**config.mk**
```make
export PLATFORM = sky130hd
export DESIGN_NAME = indexed_array_list_unit
export DESIGN_NICKNAME = d
export VERILOG_FILES = /design/src/rtl/core/ial_pkg.sv /design/src/rtl/core/ial_ram.sv /design/src/rtl/core/ial_ctrl.sv /design/src/rtl/core/indexed_array_list_unit.sv
export SDC_FILE = /design/constraint.sdc
export NUM_CORES = 2
export LEC_CHECK = 0
export ABC_AREA = 1
export BUFFER_PORTS_ARGS = -buffer_cell sky130_fd_sc_hd__buf_4
export CORE_ASPECT_RATIO = 1.75
export CORE_MARGIN = 5
export CORE_UTILIZATION = 48
export CTS_CLUSTER_DIAMETER = 120
export DETAILED_ROUTE_END_ITERATION = 6
export GPL_TIMING_DRIVEN = 1
export PLACE_DENSITY_LB_ADDON = 0.12
export SLEW_MARGIN = 20
export SYNTH_ARGS = -nofsm -noshare
export SYNTH_HDL_FRONTEND = slang
export SYNTH_HIERARCHICAL = 1
export SYNTH_SLANG_ARGS = --single-unit
```
**constraint.sdc**
```tcl
create_clock -name clk -period 6.5 [get_ports clk]
set_input_delay 1.3 -clock clk [delete_from_list [all_inputs] [get_ports clk]]
set_output_delay 1.3 -clock clk [all_outputs]
set_load 0.01 [all_outputs]
```
**src/rtl/core/ial_pkg.sv**
```systemverilog
// Shared types and constants for the indexed array list unit.
// Used by ial_ctrl and indexed_array_list_unit; no dependencies.
package ial_pkg;

  localparam int CAPACITY_DEF   = 64;
  localparam int DATA_WIDTH_DEF = 32;

  localparam int OP_W     = 2;
  localparam int POS_W    = 6;
  localparam int VALUE_W  = 32;
  localparam int STATUS_W = 2;
  localparam int FILL_W   = 7;

  localparam int IN_TDATA_W  = 40;
  localparam int OUT_TDATA_W = 48;

  localparam logic [OP_W-1:0] OP_APPEND = 2'd0;
  localparam logic [OP_W-1:0] OP_INSERT = 2'd1;
  localparam logic [OP_W-1:0] OP_DELETE = 2'd2;
  localparam logic [OP_W-1:0] OP_GET    = 2'd3;

  localparam logic [STATUS_W-1:0] ST_OK    = 2'd0;
  localparam logic [STATUS_W-1:0] ST_FULL  = 2'd1;
  localparam logic [STATUS_W-1:0] ST_RANGE = 2'd2;

  typedef struct packed {
    logic [OP_W-1:0]    op;
    logic [POS_W-1:0]   position;
    logic [VALUE_W-1:0] value;
  } req_t;

  typedef struct packed {
    logic [STATUS_W-1:0] status;
    logic [VALUE_W-1:0]  read_value;
    logic [FILL_W-1:0]   fill_level;
  } res_t;

endpackage

```
**src/rtl/core/ial_ram.sv**
```systemverilog
// Generic simple dual-port RAM: one write port, one read port with registered data.
// No dependencies.
module ial_ram #(
  parameter int WIDTH = 32,
  parameter int DEPTH = 64
) (
  input  logic                     clk,
  input  logic                     wr_en,
  input  logic [$clog2(DEPTH)-1:0] wr_addr,
  input  logic [WIDTH-1:0]         wr_data,
  input  logic                     rd_en,
  input  logic [$clog2(DEPTH)-1:0] rd_addr,
  output logic [WIDTH-1:0]         rd_data
);

  logic [WIDTH-1:0] mem [DEPTH];

  always_ff @(posedge clk) begin
    if (wr_en) begin
      mem[wr_addr] <= wr_data;
    end
    if (rd_en) begin
      rd_data <= mem[rd_addr];
    end
  end

endmodule

```
**src/rtl/core/ial_ctrl.sv**
```systemverilog
// Request sequencer: decodes one request, shifts entries one per cycle through
// the RAM ports and keeps the fill count. Depends on ial_pkg.
module ial_ctrl #(
  parameter int CAPACITY   = ial_pkg::CAPACITY_DEF,
  parameter int DATA_WIDTH = ial_pkg::DATA_WIDTH_DEF,
  localparam int AW = $clog2(CAPACITY),
  localparam int CW = $clog2(CAPACITY + 1)
) (
  input  logic                  clk,
  input  logic                  rst,
  input  logic                  in_valid,
  output logic                  in_ready,
  input  ial_pkg::req_t         req_in,
  output logic                  res_valid,
  input  logic                  res_take,
  output ial_pkg::res_t         res,
  output logic                  wr_en,
  output logic [AW-1:0]         wr_addr,
  output logic [DATA_WIDTH-1:0] wr_data,
  output logic                  rd_en,
  output logic [AW-1:0]         rd_addr,
  input  logic [DATA_WIDTH-1:0] rd_data
);

  localparam int XW = ((CW > ial_pkg::POS_W) ? CW : ial_pkg::POS_W) + 1;

  typedef enum logic [2:0] {
    IDLE, DECIDE, SHIFT_UP, PLACE, SHIFT_DN, GET_WAIT, DONE
  } state_t;

  state_t                         state;
  ial_pkg::req_t                  req;
  logic [CW-1:0]                  count;
  logic [AW-1:0]                  idx;
  logic [ial_pkg::STATUS_W-1:0]   status;
  logic [ial_pkg::VALUE_W-1:0]    rdv;

  logic [XW-1:0]         posx, cntx, idxx;
  logic [AW-1:0]         pos_a, idx_dn, idx_up;
  logic                  full;
  logic [63:0]           word_wide, rd_wide;
  logic [DATA_WIDTH-1:0] word_st;

  assign posx      = XW'(req.position);
  assign cntx      = XW'(count);
  assign idxx      = XW'(idx);
  assign pos_a     = AW'(req.position);
  assign idx_dn    = idx - AW'(1);
  assign idx_up    = idx + AW'(1);
  assign full      = (count == CW'(CAPACITY));
  assign word_wide = 64'($signed(req.value));
  assign word_st   = word_wide[DATA_WIDTH-1:0];
  assign rd_wide   = 64'($signed(rd_data));

  assign in_ready       = (state == IDLE);
  assign res_valid      = (state == DONE);
  assign res.status     = status;
  assign res.read_value = rdv;
  assign res.fill_level = ial_pkg::FILL_W'(count);

  // RAM port control for the current step
  always_comb begin
    wr_en   = 1'b0;
    wr_addr = idx;
    wr_data = rd_data;
    rd_en   = 1'b0;
    rd_addr = pos_a;
    case (state)
      DECIDE: begin
        case (req.op)
          ial_pkg::OP_APPEND: begin
            wr_en   = !full;
            wr_addr = AW'(count);
            wr_data = word_st;
          end
          ial_pkg::OP_INSERT: begin
            if (!full && posx == cntx) begin
              wr_en   = 1'b1;
              wr_addr = pos_a;
              wr_data = word_st;
            end else if (!full && posx < cntx) begin
              rd_en   = 1'b1;
              rd_addr = AW'(count - CW'(1));
            end
          end
          ial_pkg::OP_DELETE: begin
            if (posx + XW'(1) < cntx) begin
              rd_en   = 1'b1;
              rd_addr = pos_a + AW'(1);
            end
          end
          default: begin
            rd_en = (posx < cntx);
          end
        endcase
      end
      SHIFT_UP: begin
        wr_en = 1'b1;
        if (XW'(idx_dn) > posx) begin
          rd_en   = 1'b1;
          rd_addr = idx - AW'(2);
        end
      end
      PLACE: begin
        wr_en   = 1'b1;
        wr_addr = pos_a;
        wr_data = word_st;
      end
      SHIFT_DN: begin
        wr_en = 1'b1;
        if (idxx + XW'(2) < cntx) begin
          rd_en   = 1'b1;
          rd_addr = idx + AW'(2);
        end
      end
      default: begin
      end
    endcase
  end

  always_ff @(posedge clk) begin
    if (rst) begin
      state <= IDLE;
      count <= '0;
    end else begin
      case (state)
        IDLE: begin
          if (in_valid) begin
            req   <= req_in;
            state <= DECIDE;
          end
        end
        DECIDE: begin
          rdv   <= '0;
          state <= DONE;
          case (req.op)
            ial_pkg::OP_APPEND: begin
              if (full) begin
                status <= ial_pkg::ST_FULL;
              end else begin
                status <= ial_pkg::ST_OK;
                count  <= count + CW'(1);
              end
            end
            ial_pkg::OP_INSERT: begin
              if (full) begin
                status <= ial_pkg::ST_FULL;
              end else if (posx > cntx) begin
                status <= ial_pkg::ST_RANGE;
              end else if (posx == cntx) begin
                status <= ial_pkg::ST_OK;
                count  <= count + CW'(1);
              end else begin
                idx   <= AW'(count);
                state <= SHIFT_UP;
              end
            end
            ial_pkg::OP_DELETE: begin
              if (posx >= cntx) begin
                status <= ial_pkg::ST_RANGE;
              end else if (posx + XW'(1) == cntx) begin
                status <= ial_pkg::ST_OK;
                count  <= count - CW'(1);
              end else begin
                idx   <= pos_a;
                state <= SHIFT_DN;
              end
            end
            default: begin
              if (posx >= cntx) begin
                status <= ial_pkg::ST_RANGE;
              end else begin
                state <= GET_WAIT;
              end
            end
          endcase
        end
        SHIFT_UP: begin
          // advance down toward the insert position
          if (XW'(idx_dn) > posx) begin
            idx <= idx_dn;
          end else begin
            state <= PLACE;
          end
        end
        PLACE: begin
          status <= ial_pkg::ST_OK;
          count  <= count + CW'(1);
          state  <= DONE;
        end
        SHIFT_DN: begin
          if (idxx + XW'(2) < cntx) begin
            idx <= idx_up;
          end else begin
            status <= ial_pkg::ST_OK;
            count  <= count - CW'(1);
            state  <= DONE;
          end
        end
        GET_WAIT: begin
          rdv    <= rd_wide[ial_pkg::VALUE_W-1:0];
          status <= ial_pkg::ST_OK;
          state  <= DONE;
        end
        DONE: begin
          // hold the result until the output register takes it
          if (res_take) begin
            state <= IDLE;
          end
        end
        default: begin
          state <= IDLE;
        end
      endcase
    end
  end

endmodule

```
**src/rtl/core/indexed_array_list_unit.sv**
```systemverilog
// Indexed array list unit: append, insert, delete and get on an ordered list.
// Steps: DECIDE, then DONE for append, failed requests, insert at the end and delete of
// the last entry; get waits in GET_WAIT for the RAM read; other inserts shift entries up and
// then PLACE the value, other deletes shift down, up to CAPACITY-1 entries, one a cycle.
// One request at a time; the next transfer can be taken in the cycle after the output register loads.
// Reset: rst synchronous, clears the fill count and output valid; RAM contents undefined.
module indexed_array_list_unit #(
  parameter int CAPACITY   = ial_pkg::CAPACITY_DEF,
  parameter int DATA_WIDTH = ial_pkg::DATA_WIDTH_DEF
) (
  input  logic                            clk,
  input  logic                            rst,
  input  logic                            s_tvalid,
  output logic                            s_tready,
  // op[1:0], position[7:2], value[39:8]
  input  logic [ial_pkg::IN_TDATA_W-1:0]  s_tdata,
  output logic                            m_tvalid,
  input  logic                            m_tready,
  // status[1:0], read_value[33:2], fill_level[40:34], zero[47:41]
  output logic [ial_pkg::OUT_TDATA_W-1:0] m_tdata
);

  localparam int AW = $clog2(CAPACITY);

  ial_pkg::req_t         req;
  ial_pkg::res_t         res;
  logic                  res_valid, res_take;
  logic                  wr_en, rd_en;
  logic [AW-1:0]         wr_addr, rd_addr;
  logic [DATA_WIDTH-1:0] wr_data, rd_data;

  assign req.op       = s_tdata[1:0];
  assign req.position = s_tdata[7:2];
  assign req.value    = s_tdata[39:8];

  assign res_take = res_valid && (!m_tvalid || m_tready);

  ial_ctrl #(
    .CAPACITY   (CAPACITY),
    .DATA_WIDTH (DATA_WIDTH)
  ) u_ctrl (
    .clk       (clk),
    .rst       (rst),
    .in_valid  (s_tvalid),
    .in_ready  (s_tready),
    .req_in    (req),
    .res_valid (res_valid),
    .res_take  (res_take),
    .res       (res),
    .wr_en     (wr_en),
    .wr_addr   (wr_addr),
    .wr_data   (wr_data),
    .rd_en     (rd_en),
    .rd_addr   (rd_addr),
    .rd_data   (rd_data)
  );

  ial_ram #(
    .WIDTH (DATA_WIDTH),
    .DEPTH (CAPACITY)
  ) u_ram (
    .clk     (clk),
    .wr_en   (wr_en),
    .wr_addr (wr_addr),
    .wr_data (wr_data),
    .rd_en   (rd_en),
    .rd_addr (rd_addr),
    .rd_data (rd_data)
  );

  // output register: hold the result until the master-side transfer
  always_ff @(posedge clk) begin
    if (rst) begin
      m_tvalid <= 1'b0;
    end else begin
      if (res_take) begin
        m_tvalid <= 1'b1;
        m_tdata  <= {7'd0, res.fill_level, res.read_value, res.status};
      end else if (m_tready) begin
        m_tvalid <= 1'b0;
      end
    end
  end

  a_busy_after_accept: assert property (@(posedge clk) disable iff (rst)
    s_tvalid && s_tready |=> !s_tready)
    else $error("accepted a request while busy");

  a_fail_reads_zero: assert property (@(posedge clk) disable iff (rst)
    m_tvalid && (m_tdata[1:0] != ial_pkg::ST_OK) |-> (m_tdata[33:2] == '0))
    else $error("failed request returned nonzero read value");

  a_status_code: assert property (@(posedge clk) disable iff (rst)
    m_tvalid |-> (m_tdata[1:0] == ial_pkg::ST_OK || m_tdata[1:0] == ial_pkg::ST_FULL
                  || m_tdata[1:0] == ial_pkg::ST_RANGE))
    else $error("undefined status code");

  a_fill_bound: assert property (@(posedge clk) disable iff (rst)
    m_tvalid |-> (32'(m_tdata[40:34]) <= 32'(CAPACITY)))
    else $error("fill level above capacity");

endmodule
```
==> out/metrics.yaml <==
holdPathEnd: "m_tdata[25]$_DFFE_PP_"
nFillCells: 15800
tritoncts: "built"
core_area_mm2: 0.188
regToRegSetupSlack_ns: 0.31
antenna_found_initial: 5
initial_utilization: 0.482
criticalPathCategory: "reg -> reg"
slew_headroom: 0.231
io-pin-count: 94
yosysTopAreaCell: "edfxtp_1"
period_share: 0.953
synth_area_per_cell_um2: 11.9
crit_path_start_kind: "flop"
wire_per_inst_um: 27.0
finalClockSkew_ns: 0.0458
avgViaCountPerCell: 5.91
drc_errors: 1
hold_start: "u_ctrl/rdv[23]$_SDFFCE_PN0P_"
end_kind: "flop"
crit_arrival_ns: 6.89
layout_min_cycle_time_ns: 6.19
clock_latency_ns: 0.85
timing.setup.tns_ns: 0
regToRegStartpoint: "u_ctrl/idx[2]$_DFFE_PP_"
drive_above_1_share: 0.0909
required_ns: 7.19
synth_edf_count: 2201
die_w_um: 339
grt_pass1_vias: 58900
yosysSeqAreaShare: 0.730
post_cts_buffers: 0
grt_pass1_wl_mm: 404
drv_cap: 0
reg2reg_depth: 23
timing.rr.end: "u_ram/rd_data[28]$_DFFE_PP_"
clock_path_buffers: 4
hp-class: "reg -> reg"
cts-htree-levels: 4
dieHeight_um: 585
io_buffers: 86
fmax_mhz: 161
row_count: 211
synth_top_cell_area_share: 0.728
syn_inst: 7638
ys_warn_count: 6
wirelength_mm: 278
dp_hpwl_mm: 155
synth_ff_type: "edfxtp_1"
gr-total-overflow: 0
vias: 60800
path_clk_slew_ns: 0.06
clock_sinks: 2212
synth_cell_types: 48
run_status: "finished, violations left"
tightestPinTransition_ns: 1.15
cts_buffers: 203
final-setup-viol-count: 0
grt_max_degree: 147
critPathMaxFanout: 91
rsz0062_at_grt: "false"
cts-resized-gates: 0
nets: 7760
holdPathStages: 0
synth-seq-cells: 2212
synth_area_leaders: "edfxtp_1, nand3_1, nand2_1, buf_2, nor2_1"
area_growth_pct: 11.8
grt_use_total: 0.275
die-area_mm2: 0.198
ys_async_sr_fraction: 0
syn_area_mm2: 0.0908
hold_viol: 0
ant_nets: 0
dr.first_iter.drc_count: 6907
cts_root_buf: "clkbuf_16"
drv_slew: 0
cts_hold_buf: 0
routabilityCongestion: 0.880
violations: "design-rule violations"
dr.pass1.iters: 7
==> cell type report <==
class / instances / area, um^2 / share of cell area
clock inverter: 100 / 689 / 0.00679
multi-input combinational: 4820 / 22400 / 0.221
sequential: 2212 / 66300 / 0.653
inverter: 122 / 504 / 0.00497
tap: 2449 / 3060 / 0.0302
antenna: 1 / 2.50 / 0.0000247
timing repair buffer: 320 / 3120 / 0.0308
clock buffer: 260 / 5410 / 0.0533
==> metrics by stage <==
step / worst slack [ns] / hold WS, ns / cell area [um^2] / util / std cells
after floorplan: 1.60 / 0.400 / 90800 / - / 7644
after global placement: 0.180 / 0.406 / 95300 / 0.505 / 9918
after detailed placement: 0.275 / 0.405 / 95300 / 0.506 / 9921
after CTS: 0.277 / 0.418 / 101000 / 0.538 / 10300
after global routing: 0.107 / 0.433 / 101000 / 0.538 / 10300
final: 0.305 / 0.416 / 101000 / 0.538 / 10300
==> placed cells by master (no fill, tap or decap), types with 4 or more instances in the layout <==
cell / instances
conb_1: 7
clkbuf_1: 50
clkinv_2: 33
a21oi_1: 27
nor3_2: 5
bufinv_16: 8
o21ai_4: 30
buf_12: 51
dfxtp_1: 11
nand4_1: 9
nor2_1: 74
nor3_1: 16
inv_2: 7
buf_16: 4
nand3b_1: 6
o21ai_1: 7
a22oi_1: 34
ha_1: 37
clkbuf_16: 207
nor2_4: 63
buf_4: 264
o221ai_1: 6
nand3_1: 1985
o21ai_0: 49
o211ai_1: 8
inv_1: 109
nand2_2: 6
xor2_1: 13
inv_6: 6
nand2_1: 2403
edfxtp_1: 2201
clkinv_1: 49
==> cells in the mapped netlist (7+ instances only) <==
cell type	number
a21oi_1	27
a22oi_1	34
buf_1	57
buf_2	255
buf_4	53
buf_6	18
clkbuf_1	106
dfxtp_1	11
edfxtp_1	2201
ha_1	37
inv_1	111
inv_2	8
nand2_1	2403
nand3_1	1988
nand4_1	9
nor2_1	136
nor3_1	20
o211ai_1	8
o21ai_0	79
o21ai_1	7
xor2_1	13
==> worst max-delay path: stages, from the launching register on <==
cell      delay (ns)
edfxtp_1        0.57
ha_1            0.25
nand2_1         0.08
inv_1           0.14
nand2_1         0.09
xor2_1          0.27
ha_1            0.29
nand2_1         0.07
o21a_1          0.15
nand3_1         0.32
nand2_1         0.42
inv_1           0.20
o21ai_0         0.29
inv_1           0.12
nand3_4         0.30
clkinv_8        0.32
buf_12          0.37
nand3_1         0.23
nand3_1         0.10
nand3_1         0.13
nand3_1         0.22
nand2_1         0.29
nand2_1         0.38
nand2_1         0.17
==> cell families after synthesis <==
family	Yosys count	synth area share
flops	2212	0.730
fa+ha+maj	37	0.00510
buf+inv	612	0.0326
xor+xnor	16	0.00154
compound gates	179	0.0118
simple gates	4581	0.219
other cells	1	0.0000413
==> flip-flops by register name, indices dropped and copies added (netlist names) <==
register and cells:
u_ram/mem 2048, m_tdata 41, u_ctrl/rdv 32, u_ctrl/word_st 32, u_ram/rd_data 32, u_ctrl/count 7
u_ctrl/idx 6, u_ctrl/pos_a 6, u_ctrl/state 3, u_ctrl/req 2, u_ctrl/status 2, m_tvalid 1
==> how the worst max path moves through the flow <==
| stage | start | slack, ns | cells after the start | end |
|---|---|---|---|---|
| detailed placement | u_ctrl/idx[1]$_DFFE_PP_ | 0.28 | 25 | u_ram/rd_data[28]$_DFFE_PP_ |
| global route | u_ctrl/idx[1]$_DFFE_PP_ | 0.11 | 28 | u_ram/rd_data[28]$_DFFE_PP_ |
| CTS | u_ctrl/idx[1]$_DFFE_PP_ | 0.28 | 25 | u_ram/rd_data[28]$_DFFE_PP_ |
| floorplan | u_ctrl/count[4]$_SDFFE_PP0P_ | 1.60 | 16 | u_ram/mem[62][0]$_DFFE_PP_ |
| global placement | u_ctrl/idx[1]$_DFFE_PP_ | 0.18 | 25 | u_ram/rd_data[28]$_DFFE_PP_ |
| finish | u_ctrl/idx[2]$_DFFE_PP_ | 0.31 | 23 | u_ram/rd_data[28]$_DFFE_PP_ |
==> per-layer routing <==
metal	up-vias	part of all wire	GRT usage
met5	-	0.00016	0
met4	6	0.055	0.134
met3	566	0.077	0.0383
met2	2659	0.48	0.459
met1	30400	0.39	0.358
li1	27200	-	-
Power is left out: the tool's default activity adds up to more than one toggle a clock period on the data nets, which glitch-free logic cannot reach.
